--- src/rtl/core/assert_macros.svh ---
// Assertion macros shared by the cache RTL.
// Depends on nothing; included by files that carry assertions.
`ifndef ASSERT_MACROS_SVH
`define ASSERT_MACROS_SVH

// Check a condition at every clock edge outside reset.
`define ASSERT_ALWAYS(label, clk, rst, cond) \
  label: assert property (@(posedge clk) disable iff (rst) (cond)) \
    else $error("assertion failed: condition does not hold");

// Check that a condition implies another one in the same cycle.
`define ASSERT_SAME(label, clk, rst, ante, cons) \
  label: assert property (@(posedge clk) disable iff (rst) (ante) |-> (cons)) \
    else $error("assertion failed: same-cycle implication");

// Check that a condition implies another one in the next cycle.
`define ASSERT_NEXT(label, clk, rst, ante, cons) \
  label: assert property (@(posedge clk) disable iff (rst) (ante) |=> (cons)) \
    else $error("assertion failed: next-cycle implication");

`endif

--- src/rtl/core/lkvc_pkg.sv ---
// Shared types and constants of the LRU key-value cache.
// Depends on nothing; used by the interfaces and all cache modules.
`timescale 1ns / 1ps

package lkvc_pkg;

  localparam int KEY_W = 32;
  localparam int VAL_W = 32;
  localparam int CFG_W = 5;

  // Request modes
  localparam logic MODE_GET = 1'b0;
  localparam logic MODE_SET = 1'b1;

  // Value returned by a get that misses
  localparam logic signed [VAL_W-1:0] MISS_VALUE = -32'sd1;

  // Capacity register value after reset
  localparam logic [CFG_W-1:0] CAP_RESET = 5'd16;

endpackage

--- src/rtl/core/lkvc_if.sv ---
// Request and response channel interfaces of the LRU key-value cache.
// Depends on lkvc_pkg for field widths.
`timescale 1ns / 1ps

interface lkvc_req_if;
  logic                                 valid;
  logic                                 ready;
  logic                                 mode;
  logic signed [lkvc_pkg::KEY_W-1:0]    lookup_key;
  logic signed [lkvc_pkg::VAL_W-1:0]    write_value;

  modport source (output valid, mode, lookup_key, write_value, input ready);
  modport sink   (input valid, mode, lookup_key, write_value, output ready);
endinterface

interface lkvc_rsp_if;
  logic                                 valid;
  logic                                 ready;
  logic                                 hit;
  logic signed [lkvc_pkg::VAL_W-1:0]    read_value;

  modport source (output valid, hit, read_value, input ready);
  modport sink   (input valid, hit, read_value, output ready);
endinterface

--- src/rtl/core/lkvc_store.sv ---
// Key and value memories of the LRU key-value cache.
// Depends on lkvc_pkg; one write port and registered reads per memory.
`timescale 1ns / 1ps

module lkvc_store #(
  parameter int ENTRIES = 16,
  localparam int IDX_W = (ENTRIES > 1) ? $clog2(ENTRIES) : 1
) (
  input  logic                              clk,
  input  logic                              key_we,
  input  logic                              val_we,
  input  logic [IDX_W-1:0]                  wr_addr,
  input  logic signed [lkvc_pkg::KEY_W-1:0] wr_key,
  input  logic signed [lkvc_pkg::VAL_W-1:0] wr_val,
  input  logic [IDX_W-1:0]                  key_raddr,
  input  logic [IDX_W-1:0]                  val_raddr,
  output logic signed [lkvc_pkg::KEY_W-1:0] key_rd,
  output logic signed [lkvc_pkg::VAL_W-1:0] val_rd
);

  logic signed [lkvc_pkg::KEY_W-1:0] key_mem [ENTRIES];
  logic signed [lkvc_pkg::VAL_W-1:0] val_mem [ENTRIES];

  // Write and read the key memory
  always_ff @(posedge clk) begin
    if (key_we) begin
      key_mem[wr_addr] <= wr_key;
    end
    key_rd <= key_mem[key_raddr];
  end

  // Write and read the value memory
  always_ff @(posedge clk) begin
    if (val_we) begin
      val_mem[wr_addr] <= wr_val;
    end
    val_rd <= val_mem[val_raddr];
  end

endmodule

--- src/rtl/core/lru_key_value_cache.sv ---
// Top level of the LRU key-value cache: sequencer, rank memory, result register.
// Depends on lkvc_pkg, lkvc_if, lkvc_store and assert_macros.svh.
`timescale 1ns / 1ps
`include "assert_macros.svh"

// Usage:
// A request on req carries mode (get or set), lookup_key and write_value.
// It is taken when req.valid and req.ready are high; ready is high only while
// the sequencer is idle and rst is low. Each request yields one response on rsp:
// hit, and read_value (stored value on a get hit, -1 on a get miss, 0 on set).
// Sequence: one compare step per occupied entry scans the keys and ranks, one
// decide step picks the slot, then one rank read-modify-write step per occupied
// entry ages the younger entries; an insert grows occ before the rank pass.
// The single key comparator and the rank memory port make each pass serial.
// A get miss skips the rank pass. ready waits for the idle state, so the next
// request is taken only after the response is loaded into its register.
// cfg_we / cfg_data write the capacity register; write it only while idle.
// Reset empties the table and sets the capacity to 16; no clearing pass runs.
// When rsp is stalled, the finished response waits in its register and the
// next request is still taken; it completes but holds until rsp drains.
module lru_key_value_cache #(
  parameter int ENTRIES = 16
) (
  input  logic                         clk,
  input  logic                         rst,
  input  logic                         cfg_we,
  input  logic [lkvc_pkg::CFG_W-1:0]   cfg_data,
  lkvc_req_if.sink                     req,
  lkvc_rsp_if.source                   rsp
);

  localparam int IDX_W = (ENTRIES > 1) ? $clog2(ENTRIES) : 1;
  localparam int CNT_W = $clog2(ENTRIES + 1);

  typedef enum logic [2:0] {
    ST_IDLE,
    ST_SCAN,
    ST_DECIDE,
    ST_TOUCH,
    ST_DONE
  } state_t;

  state_t                             state;
  logic [lkvc_pkg::CFG_W-1:0]         capacity;
  logic [CNT_W-1:0]                   occ;
  logic [CNT_W-1:0]                   idx;
  logic                               pend;
  logic [IDX_W-1:0]                   tag;

  logic                               req_mode;
  logic signed [lkvc_pkg::KEY_W-1:0]  req_key;
  logic signed [lkvc_pkg::VAL_W-1:0]  req_val;

  logic                               hit_f;
  logic [IDX_W-1:0]                   found;
  logic [IDX_W-1:0]                   found_rank;
  logic [IDX_W-1:0]                   victim;
  logic [IDX_W-1:0]                   worst;
  logic [IDX_W-1:0]                   slot;
  logic [IDX_W-1:0]                   rank_ref;

  logic                               rsp_valid;
  logic                               rsp_hit;
  logic signed [lkvc_pkg::VAL_W-1:0]  rsp_value;

  logic [IDX_W-1:0]                   rank_mem [ENTRIES];
  logic [IDX_W-1:0]                   rank_q;
  logic                               rank_we;
  logic [IDX_W-1:0]                   rank_wdata;

  logic [IDX_W-1:0]                   rd_addr;
  logic                               rd_go;
  logic [CNT_W-1:0]                   cap_eff;
  logic                               full;
  logic                               key_we;
  logic                               val_we;
  logic [IDX_W-1:0]                   wr_addr;
  logic signed [lkvc_pkg::KEY_W-1:0]  key_rd;
  logic signed [lkvc_pkg::VAL_W-1:0]  val_rd;

  // Drive the channel handshakes
  assign req.ready      = (state == ST_IDLE) && !rst;
  assign rsp.valid      = rsp_valid;
  assign rsp.hit        = rsp_hit;
  assign rsp.read_value = rsp_value;

  // Sweep address shared by the key scan and the rank pass
  assign rd_addr = idx[IDX_W-1:0];
  assign rd_go   = ((state == ST_SCAN) || (state == ST_TOUCH)) && (idx < occ);

  // Clamp the capacity register to 1..ENTRIES
  always_comb begin
    if (capacity == '0) begin
      cap_eff = CNT_W'(1);
    end else if (int'(capacity) > ENTRIES) begin
      cap_eff = CNT_W'(ENTRIES);
    end else begin
      cap_eff = CNT_W'(capacity);
    end
  end

  assign full = (occ >= cap_eff);

  // On a set, write the value (and the key for a new entry) when the target slot is decided
  assign key_we  = (state == ST_DECIDE) && (req_mode == lkvc_pkg::MODE_SET) && !hit_f;
  assign val_we  = (state == ST_DECIDE) && (req_mode == lkvc_pkg::MODE_SET);
  assign wr_addr = hit_f ? found : (full ? victim : occ[IDX_W-1:0]);

  // Age younger entries, make the touched slot most recent
  assign rank_we = (state == ST_TOUCH) && pend;
  always_comb begin
    if (tag == slot) begin
      rank_wdata = '0;
    end else if (rank_q < rank_ref) begin
      rank_wdata = rank_q + 1'b1;
    end else begin
      rank_wdata = rank_q;
    end
  end

  // Rank memory: one write and one registered read per cycle
  always_ff @(posedge clk) begin
    if (rank_we) begin
      rank_mem[tag] <= rank_wdata;
    end
    rank_q <= rank_mem[rd_addr];
  end

  lkvc_store #(
    .ENTRIES (ENTRIES)
  ) u_store (
    .clk       (clk),
    .key_we    (key_we),
    .val_we    (val_we),
    .wr_addr   (wr_addr),
    .wr_key    (req_key),
    .wr_val    (req_val),
    .key_raddr (rd_addr),
    .val_raddr (found),
    .key_rd    (key_rd),
    .val_rd    (val_rd)
  );

  // Sequencer, capacity register and response register
  always_ff @(posedge clk) begin
    if (rst) begin
      state     <= ST_IDLE;
      capacity  <= lkvc_pkg::CAP_RESET;
      occ       <= '0;
      idx       <= '0;
      pend      <= 1'b0;
      rsp_valid <= 1'b0;
    end else begin
      if (cfg_we) begin
        capacity <= cfg_data;
      end
      if (rsp_valid && rsp.ready && (state != ST_DONE)) begin
        rsp_valid <= 1'b0;
      end
      unique case (state)
        ST_IDLE: begin
          if (req.valid) begin
            req_mode <= req.mode;
            req_key  <= req.lookup_key;
            req_val  <= req.write_value;
            hit_f    <= 1'b0;
            found    <= '0;
            worst    <= '0;
            victim   <= '0;
            idx      <= '0;
            pend     <= 1'b0;
            state    <= ST_SCAN;
          end
        end
        ST_SCAN: begin
          // Compare one stored key and track the oldest rank
          pend <= rd_go;
          tag  <= rd_addr;
          if (rd_go) begin
            idx <= idx + 1'b1;
          end
          if (pend) begin
            if (!hit_f && (key_rd == req_key)) begin
              hit_f      <= 1'b1;
              found      <= tag;
              found_rank <= rank_q;
            end
            if (rank_q >= worst) begin
              worst  <= rank_q;
              victim <= tag;
            end
          end
          if (!rd_go && !pend) begin
            state <= ST_DECIDE;
          end
        end
        ST_DECIDE: begin
          idx  <= '0;
          pend <= 1'b0;
          if ((req_mode == lkvc_pkg::MODE_GET) && !hit_f) begin
            state <= ST_DONE;
          end else begin
            state <= ST_TOUCH;
            if (hit_f) begin
              slot     <= found;
              rank_ref <= found_rank;
            end else if (full) begin
              slot     <= victim;
              rank_ref <= worst;
            end else begin
              slot     <= occ[IDX_W-1:0];
              rank_ref <= occ[IDX_W-1:0];
              occ      <= occ + 1'b1;
            end
          end
        end
        ST_TOUCH: begin
          // Read one rank; the write-back lands in the next cycle
          pend <= rd_go;
          tag  <= rd_addr;
          if (rd_go) begin
            idx <= idx + 1'b1;
          end
          if (!rd_go && !pend) begin
            state <= ST_DONE;
          end
        end
        ST_DONE: begin
          // Hold until the response register is free
          if (!rsp_valid || rsp.ready) begin
            rsp_valid <= 1'b1;
            rsp_hit   <= hit_f;
            if (req_mode == lkvc_pkg::MODE_SET) begin
              rsp_value <= '0;
            end else if (hit_f) begin
              rsp_value <= val_rd;
            end else begin
              rsp_value <= lkvc_pkg::MISS_VALUE;
            end
            state <= ST_IDLE;
          end
        end
        default: begin
          state <= ST_IDLE;
        end
      endcase
    end
  end

  // Checks
  `ASSERT_ALWAYS(a_occ_bound, clk, rst, occ <= CNT_W'(ENTRIES))
  `ASSERT_NEXT(a_req_starts_scan, clk, rst, req.valid && req.ready, state == ST_SCAN)
  `ASSERT_SAME(a_occ_step, clk, rst, !$past(rst) && (occ != $past(occ)), occ == $past(occ) + 1'b1)
  `ASSERT_SAME(a_rsp_from_done, clk, rst, !$past(rst) && $rose(rsp_valid), $past(state) == ST_DONE)

endmodule

--- src/flat_wrapper.sv ---
// flat-port wrapper written by rule: the top's interface ports become plain ports
module lru_key_value_cache_flat 
#(
  parameter int ENTRIES = 16
)
  (clk, rst, cfg_we, cfg_data, req_valid, req_mode, req_lookup_key, req_write_value, req_ready, rsp_valid, rsp_hit, rsp_read_value, rsp_ready);
  lkvc_req_if req_i ();
  lkvc_rsp_if rsp_i ();
  input  logic clk;
  input  logic rst;
  input  logic cfg_we;
  input  logic [lkvc_pkg::CFG_W-1:0] cfg_data;
  input wire logic [$bits(req_i.valid)-1:0] req_valid;
  input wire logic [$bits(req_i.mode)-1:0] req_mode;
  input wire logic [$bits(req_i.lookup_key)-1:0] req_lookup_key;
  input wire logic [$bits(req_i.write_value)-1:0] req_write_value;
  output wire logic [$bits(req_i.ready)-1:0] req_ready;
  output wire logic [$bits(rsp_i.valid)-1:0] rsp_valid;
  output wire logic [$bits(rsp_i.hit)-1:0] rsp_hit;
  output wire logic [$bits(rsp_i.read_value)-1:0] rsp_read_value;
  input wire logic [$bits(rsp_i.ready)-1:0] rsp_ready;
  assign req_i.valid = req_valid;
  assign req_i.mode = req_mode;
  assign req_i.lookup_key = req_lookup_key;
  assign req_i.write_value = req_write_value;
  assign req_ready = req_i.ready;
  assign rsp_valid = rsp_i.valid;
  assign rsp_hit = rsp_i.hit;
  assign rsp_read_value = rsp_i.read_value;
  assign rsp_i.ready = rsp_ready;
  lru_key_value_cache #(.ENTRIES(ENTRIES)) u_core (.clk(clk), .rst(rst), .cfg_we(cfg_we), .cfg_data(cfg_data), .req(req_i), .rsp(rsp_i));
endmodule
--- config.mk ---
export PLATFORM = sky130hd
export DESIGN_NAME = lru_key_value_cache_flat
export DESIGN_NICKNAME = d
export VERILOG_FILES = /design/src/rtl/core/lkvc_pkg.sv /design/src/rtl/core/lkvc_if.sv /design/src/rtl/core/lkvc_store.sv /design/src/rtl/core/lru_key_value_cache.sv /design/src/flat_wrapper.sv
export VERILOG_INCLUDE_DIRS = /design/src /design/src/rtl/core
export SDC_FILE = /design/constraint.sdc
export NUM_CORES = 1
export LEC_CHECK = 0
export BUFFER_PORTS_ARGS = -buffer_cell sky130_fd_sc_hd__buf_4
export CAP_MARGIN = 20
export CORE_MARGIN = 1.5
export CORE_UTILIZATION = 62
export CTS_CLUSTER_DIAMETER = 80
export CTS_CLUSTER_SIZE = 16
export DETAILED_ROUTE_END_ITERATION = 8
export PLACE_DENSITY = 0.88
export SETUP_SLACK_MARGIN = 0.05
export SYNTH_ARGS = -nofsm -noshare
export SYNTH_HDL_FRONTEND = slang
export SYNTH_SLANG_ARGS = --single-unit
--- constraint.sdc ---
create_clock -name clk -period 5.2 [get_ports clk]
set_input_delay 0.52 -clock clk [delete_from_list [all_inputs] [get_ports clk]]
set_output_delay 0.52 -clock clk [all_outputs]
set_load 0.05 [all_outputs]
==> flow_metrics.tcl, run 1 <==
set metrics [dict create \
    synthCells 2158 \
    dp_hpwl_um 62900 \
    grt_max_degree 133 \
    period_minus_slack_ns 4.50 \
    antenna_found_initial 3 \
    viasPerCell 7.00 \
    gp_congestion 0.843 \
    die_x_um 284 \
    grt_pass1_wl_um 171000 \
    synthTopCellsByArea "edfxtp_1, mux4_2, dfxtp_1" \
    drive_gt1_frac 0.253 \
    fin_worst_skew_ns 0.0461 \
    intPower_mw 15.5 \
    ant_nets 0 \
    finalInstanceArea_um2 54500 \
    yosysTopAreaCellShare 0.743 \
    netlist_area_um2 49100 \
    fin_tns_setup_ns 0 \
    area_growth_pct 10.9 \
    synth_warnings 0 \
    ys_seq_area_frac 0.779 \
    seq_power_share 0.597 \
    clockPowerShare 0.350 \
    cts_resized 0 \
    syn_nets 2252 \
    peakVddDrop_mv 0.384 \
    hold_viol 0 \
    regArea_um2 38300 \
    start_util 0.631 \
    setup_viol 0 \
    p_per_area_nw_per_um2 365 \
    row_count 102 \
    critical_path_class "reg2reg" \
    arrival_ns 4.88 \
    htree_num_levels 3 \
    critPathMostFrequentCell "nor2_1" \
    rsz0062_at_grt "no" \
    ios 110 \
    core_um2 77800 \
    drc_errors 0 \
    ys.flop_type "edfxtp_1" \
    yosysTopAreaCell "edfxtp_1" \
    post_drt_wl_per_cell_um 33.8 \
    post_cts_buffers 0 \
    wirelength_um 117000 \
    clock_path_buffers 3 \
    tightest_slew_ns 1.13 \
    clk_pin_slew_ns 0.07 \
    n_fill_cell 4109 \
    grt_use_total 0.295 \
    ys_top_cells_by_count "edfxtp_1, mux4_2, dfxtp_1" \
    worst_path_max_delay_cell "nor2_4" \
    fin_util 0.699 \
    p_switching_mw 4.38 \
    drv_cap 0 \
    cts_tree "yes" \
    synth_seq_cells 1303 \
    slew_headroom 0.244 \
    crit_chain "nor3_1 > nor2_1 > nor2_1 > ha_1 > nor2b_1 > o21ai_2 > a2111oi_2 > o31ai_1 > nand2b_1 > nor2_4 > buf_4" \
    ys_async_sr_fraction 0 \
    multiInputGateArea_um2 10300 \
    yosysMostFrequentCell "edfxtp_1" \
    placed_area_um2 51300 \
    synth_cell_type_count 56 \
    nNetsFinal 2442 \
    combPwrFrac 0.053 \
    slew_violations 0 \
    io_buffers 109 \
    dr_total_vias 24300 \
    period_share 0.864 \
    die_y_um 284 \
    dieArea_um2 80900 \
    start_kind "register" \
    cts_root_buffer "clkbuf_16" \
    crit_family "simple AND/OR/NAND/NOR gates" \
    avgSynthCellArea_um2 22.7 \
    crit_fanout 24 \
    worstPathRequired_ns 5.59 \
    max_stage_delay_ns 0.95 \
    cts_buffers 91 \
    end_kind "register" \
    first_pass_iters 8 \
    clock_latency_ns 0.70 \
    cts.sinks 1303 \
    max_freq_mhz 222 \
    hold_ws_ns 0.0219 \
    p_leak_nw 17.0 \
    hold_path_class "in2reg" \
    status "finished, final reports clean" \
    drt_iter0_markers 3777 \
    grt_overflow 0 \
    grt_pass1_vias 24300 \
    swShare 0.220 \
    path_buf_inv 1 \
    synth_edf_count 1215 \
]
[cells by family after synthesis]
kind of cell	share of synthesized area
buffers and inverters	0.0166
adders and majority gates	0.00484
AOI/OAI and AO/OA	0.0130
muxes	0.161
xor gates and xnor gates	0.00732
and+or+nand+nor	0.0177
DFF	0.779
[stage by stage]
stage	cells	setup slack, ns	total power, mW
floorplan	2158	0.852	12.7
global placement	3255	1.20	13.0
detailed placement	3256	0.993	13.1
CTS	3460	0.836	19.9
global route	3465	0.648	20.3
finish	3467	0.705	19.9
[worst paths after layout]
kind | start | to | slack (ns) | cells after the start
setup / recovery | u_core.capacity[1]$_SDFFE_PP0P_ | u_core.u_store.key_mem[13][3]$_DFFE_PP_ | 0.70 | 11
hold / removal | req_lookup_key[16] | u_core.req_key[16]$_DFFE_PP_ | 0.02 | 1
setup reg to reg | u_core.capacity[1]$_SDFFE_PP0P_ | u_core.u_store.key_mem[13][3]$_DFFE_PP_ | 0.70 | 11
hold reg to reg | u_core.capacity[0]$_SDFFE_PP0P_ | u_core.capacity[0]$_SDFFE_PP0P_ | 0.53 | 2
[cell type report]
class / instances / area share
inverter: 55 / 0.00379
sequential: 1303 / 0.703
clock buffer: 161 / 0.0466
clock inverter: 9 / 0.00340
timing repair buffer: 199 / 0.0309
antenna: 2 / 0.0000919
tap: 1040 / 0.0239
multi-input combinational: 698 / 0.189
[cell usage in the layout (no fill, tap or decap), types with 8 or more instances in the layout]
master and n:
ha_1 19, nand4_1 8, dlygate4sd3_1 34, nor2_1 50, clkbuf_1 71, inv_1 54
mux2i_1 9, nand3_1 13, xor2_1 8, xnor2_1 33, nand2_1 29, a21oi_1 48
clkbuf_16 91, dfxtp_1 84, edfxtp_1 1215, nor3_1 13, nor2_4 32, buf_4 155
mux4_2 300, mux4_1 40, o21ai_0 14, nand2b_1 12, and3_1 8
[registers in the layout (all words and copies together), names as in the netlist, 5 cells and up]
signal,cells
u_core.req_key,32
u_core.u_store.key_mem,512
u_core.rsp.read_value,32
u_core.idx,5
u_core.capacity,5
u_core.u_store.val_rd,32
u_core.occ,5
u_core.req_val,32
u_core.u_store.key_rd,32
u_core.rank_mem,64
u_core.u_store.val_mem,512
[power groups by stage]
stage          clock, mW  sequential, mW  combinational [mW]
2_1_floorplan          0            12.0               0.671
3_3_place_gp           0            12.1               0.933
3_5_place_dp           0            12.1               0.977
4_1_cts             6.98            11.9                1.05
5_1_grt             7.35            11.9                1.10
6_report            6.95            11.9                1.05
[repair_timing]
action | CTS | global route
hold buffers | 34 | 0
hold endpoints to repair | 34 | 0
endpoints found under the setup margin | 0 | 0
[per-layer routing]
layer / GRT usage / wire length (µm)
met1: 0.416 / 42300
met2: 0.481 / 58600
met3: 0.0511 / 12100
met4: 0.0908 / 4110
met5: 0 / 25
(Power assumes the default switching activity.)
==> run 2: changes to the inputs <==
--- a/config.mk
+++ b/config.mk
@@ -14,6 +14,7 @@
 export CTS_CLUSTER_SIZE = 16
 export DETAILED_ROUTE_END_ITERATION = 8
 export PLACE_DENSITY = 0.88
+export REMOVE_ABC_BUFFERS = 1
 export SETUP_SLACK_MARGIN = 0.05
 export SYNTH_ARGS = -nofsm -noshare
 export SYNTH_HDL_FRONTEND = slang
==> run 2 against run 1 <==
Hold slack improved by 0.0025 ns. Clock skew rose by 0.0062 ns. Global-route usage fell by 1.2 points. Count of clock-buffer cells in the layout rose by 1. Routed wire length fell by 3.5%. Utilization fell by 0.26 points. Cell count fell by 0.78%. First-iteration DRC count fell by 14%. Sequential power barely moved. Power fell by 0.13%. Final area fell by 0.38%.
==> flow_metrics.tcl, run 2 (synthesis results as in run 1) <==
set metrics [dict create \
    status "finished, final reports clean" \
    htree_num_levels 3 \
    slew_headroom 0.251 \
    io_buffers 109 \
    dp_hpwl_um 62400 \
    grt_pass1_wl_um 165000 \
    nNetsFinal 2416 \
    max_stage_delay_ns 0.97 \
    clock_latency_ns 0.68 \
    post-place-ws_ns 1.05 \
    row_count 102 \
    arrival_ns 4.72 \
    period_minus_slack_ns 4.35 \
    hold_path_class "in2reg" \
    ant_nets 0 \
    n_fill_cell 4259 \
    cts_tree "yes" \
    cts_buffers 93 \
    final_cell_mix "edfxtp_1, mux4_2, buf_4" \
    area_growth_pct 10.5 \
    grt_use_total 0.283 \
    tightest_slew_ns 1.12 \
    r2r-start "u_core.capacity[2]$_SDFFE_PP0P_" \
    worstPathRequired_ns 5.57 \
    worst_path_max_delay_cell "nor2_4" \
    peakVddDrop_mv 0.324 \
    start_util 0.631 \
    die_y_um 284 \
    antenna_found_initial 4 \
    grt_max_degree 149 \
    crit_chain "nor3_1 > nor2_1 > nor2_1 > ha_1 > nor2b_1 > o21ai_2 > a2111oi_2 > o31ai_1 > nand2b_1 > nor2_4 > buf_4" \
    p_per_area_nw_per_um2 366 \
    min_from "req_write_value[14]" \
    core_um2 77800 \
    rsz0062_at_grt "no" \
    post_drt_wl_per_cell_um 32.8 \
    grt_pass1_vias 24200 \
    clk_pin_slew_ns 0.07 \
    dr_total_vias 23700 \
    ctsHoldBuffers 13 \
    crit_fanout 25 \
    cts.sinks 1303 \
    final_common_cell "edfxtp_1" \
    post_cts_buffers 0 \
    largestRegisters "u_core.u_store.key_mem (512), u_core.u_store.val_mem (512), u_core.rank_mem (64)" \
    drt_iter0_markers 3254 \
    slew_violations 0 \
    end_kind "register" \
    clock_path_buffers 3 \
    holdPathEnd "u_core.req_val[14]$_DFFE_PP_" \
    wirelength_um 113000 \
    first_pass_iters 6 \
    viasPerCell 6.89 \
    ff2ff_setup_slack_ns 0.85 \
    ios 110 \
    hold_viol 0 \
    rr_endpoint "u_core.u_store.key_mem[9][18]$_DFFE_PP_" \
    fin_worst_skew_ns 0.0523 \
    grt_overflow 0 \
    max_freq_mhz 230 \
    worstRegToRegCells 11 \
    drc_errors 0 \
    dieArea_um2 80900 \
    setup_slack_ns 0.852 \
    cts_resized 0 \
    critical_path_class "reg2reg" \
    gp_congestion 0.837 \
    hold_ws_ns 0.0244 \
    setup_viol 0 \
    drive_gt1_frac 0.255 \
    critPathMostFrequentCell "nor2_1" \
    period_share 0.836 \
    die_x_um 284 \
    hold_depth 1 \
    p_leak_nw 16.9 \
    cts_root_buffer "clkbuf_16" \
    drv_cap 0 \
    start_kind "register" \
]
==> run 2: area by class of cell <==
cell class              instances  area [µm²]  share of cell area
diodes                          2        5.00           0.0000923
inverters                      55         206             0.00381
repair buffers                171        1450              0.0267
clock buffers                 162        2610              0.0481
flip-flops and latches       1303       38300               0.705
clock inverters                 9         144             0.00265
well taps                    1040        1300              0.0240
multi-input cells             698       10300               0.189
==> run 2: critical path: cells and delay by family, from the launching register on <==
kind,cells,cell delay [ns]
simple gates,6,2.26
fa+ha+maj,1,0.23
flops,1,0.35
compound gates,3,0.87
buf+inv,1,0.32
==> run 2: power breakdown <==
| group | switching (mW) | internal (mW) | total [mW] |
|---|---|---|---|
| logic | 0.569 | 0.443 | 1.01 |
| clock network | 3.51 | 3.45 | 6.96 |
| registers | 0.236 | 11.6 | 11.9 |
==> run 2: through the flow <==
| stage | power, mW | std cells | setup TNS, ns | utilization | instance area (µm²) |
|---|---|---|---|---|---|
| after global placement | 13.0 | 3245 | 0 | 0.658 | 51200 |
| after CTS | 19.9 | 3430 | 0 | 0.695 | 54100 |
| after floorplan | 12.7 | 2056 | -1817.25 | - | 48500 |
| after global routing | 20.3 | 3438 | 0 | 0.697 | 54200 |
| final | 19.8 | 3440 | 0 | 0.697 | 54200 |
| after detailed placement | 13.1 | 3246 | 0 | 0.658 | 51200 |
==> run 2: routing by layer <==
layer	part of all wire	track usage	vias up
met5	0.00012	0	-
met4	0.036	0.0960	2
met3	0.093	0.0453	274
met2	0.52	0.478	1769
met1	0.35	0.380	12400
li1	-	-	9293
==> run 2: worst max path at each step <==
stage / from / to / slack (ns)
2_1_floorplan: u_core.found[0]$_DFFE_PP_ / u_core.u_store.val_mem[1][0]$_DFFE_PP_ / -2.23
3_3_place_gp: u_core.capacity[1]$_SDFFE_PP0P_ / u_core.u_store.key_mem[10][14]$_DFFE_PP_ / 1.21
3_5_place_dp: u_core.capacity[2]$_SDFFE_PP0P_ / u_core.u_store.key_mem[10][17]$_DFFE_PP_ / 1.05
4_1_cts: u_core.capacity[2]$_SDFFE_PP0P_ / u_core.u_store.key_mem[10][31]$_DFFE_PP_ / 0.96
5_1_grt: u_core.capacity[2]$_SDFFE_PP0P_ / u_core.u_store.key_mem[10][18]$_DFFE_PP_ / 0.65
6_report: u_core.capacity[2]$_SDFFE_PP0P_ / u_core.u_store.key_mem[9][18]$_DFFE_PP_ / 0.85
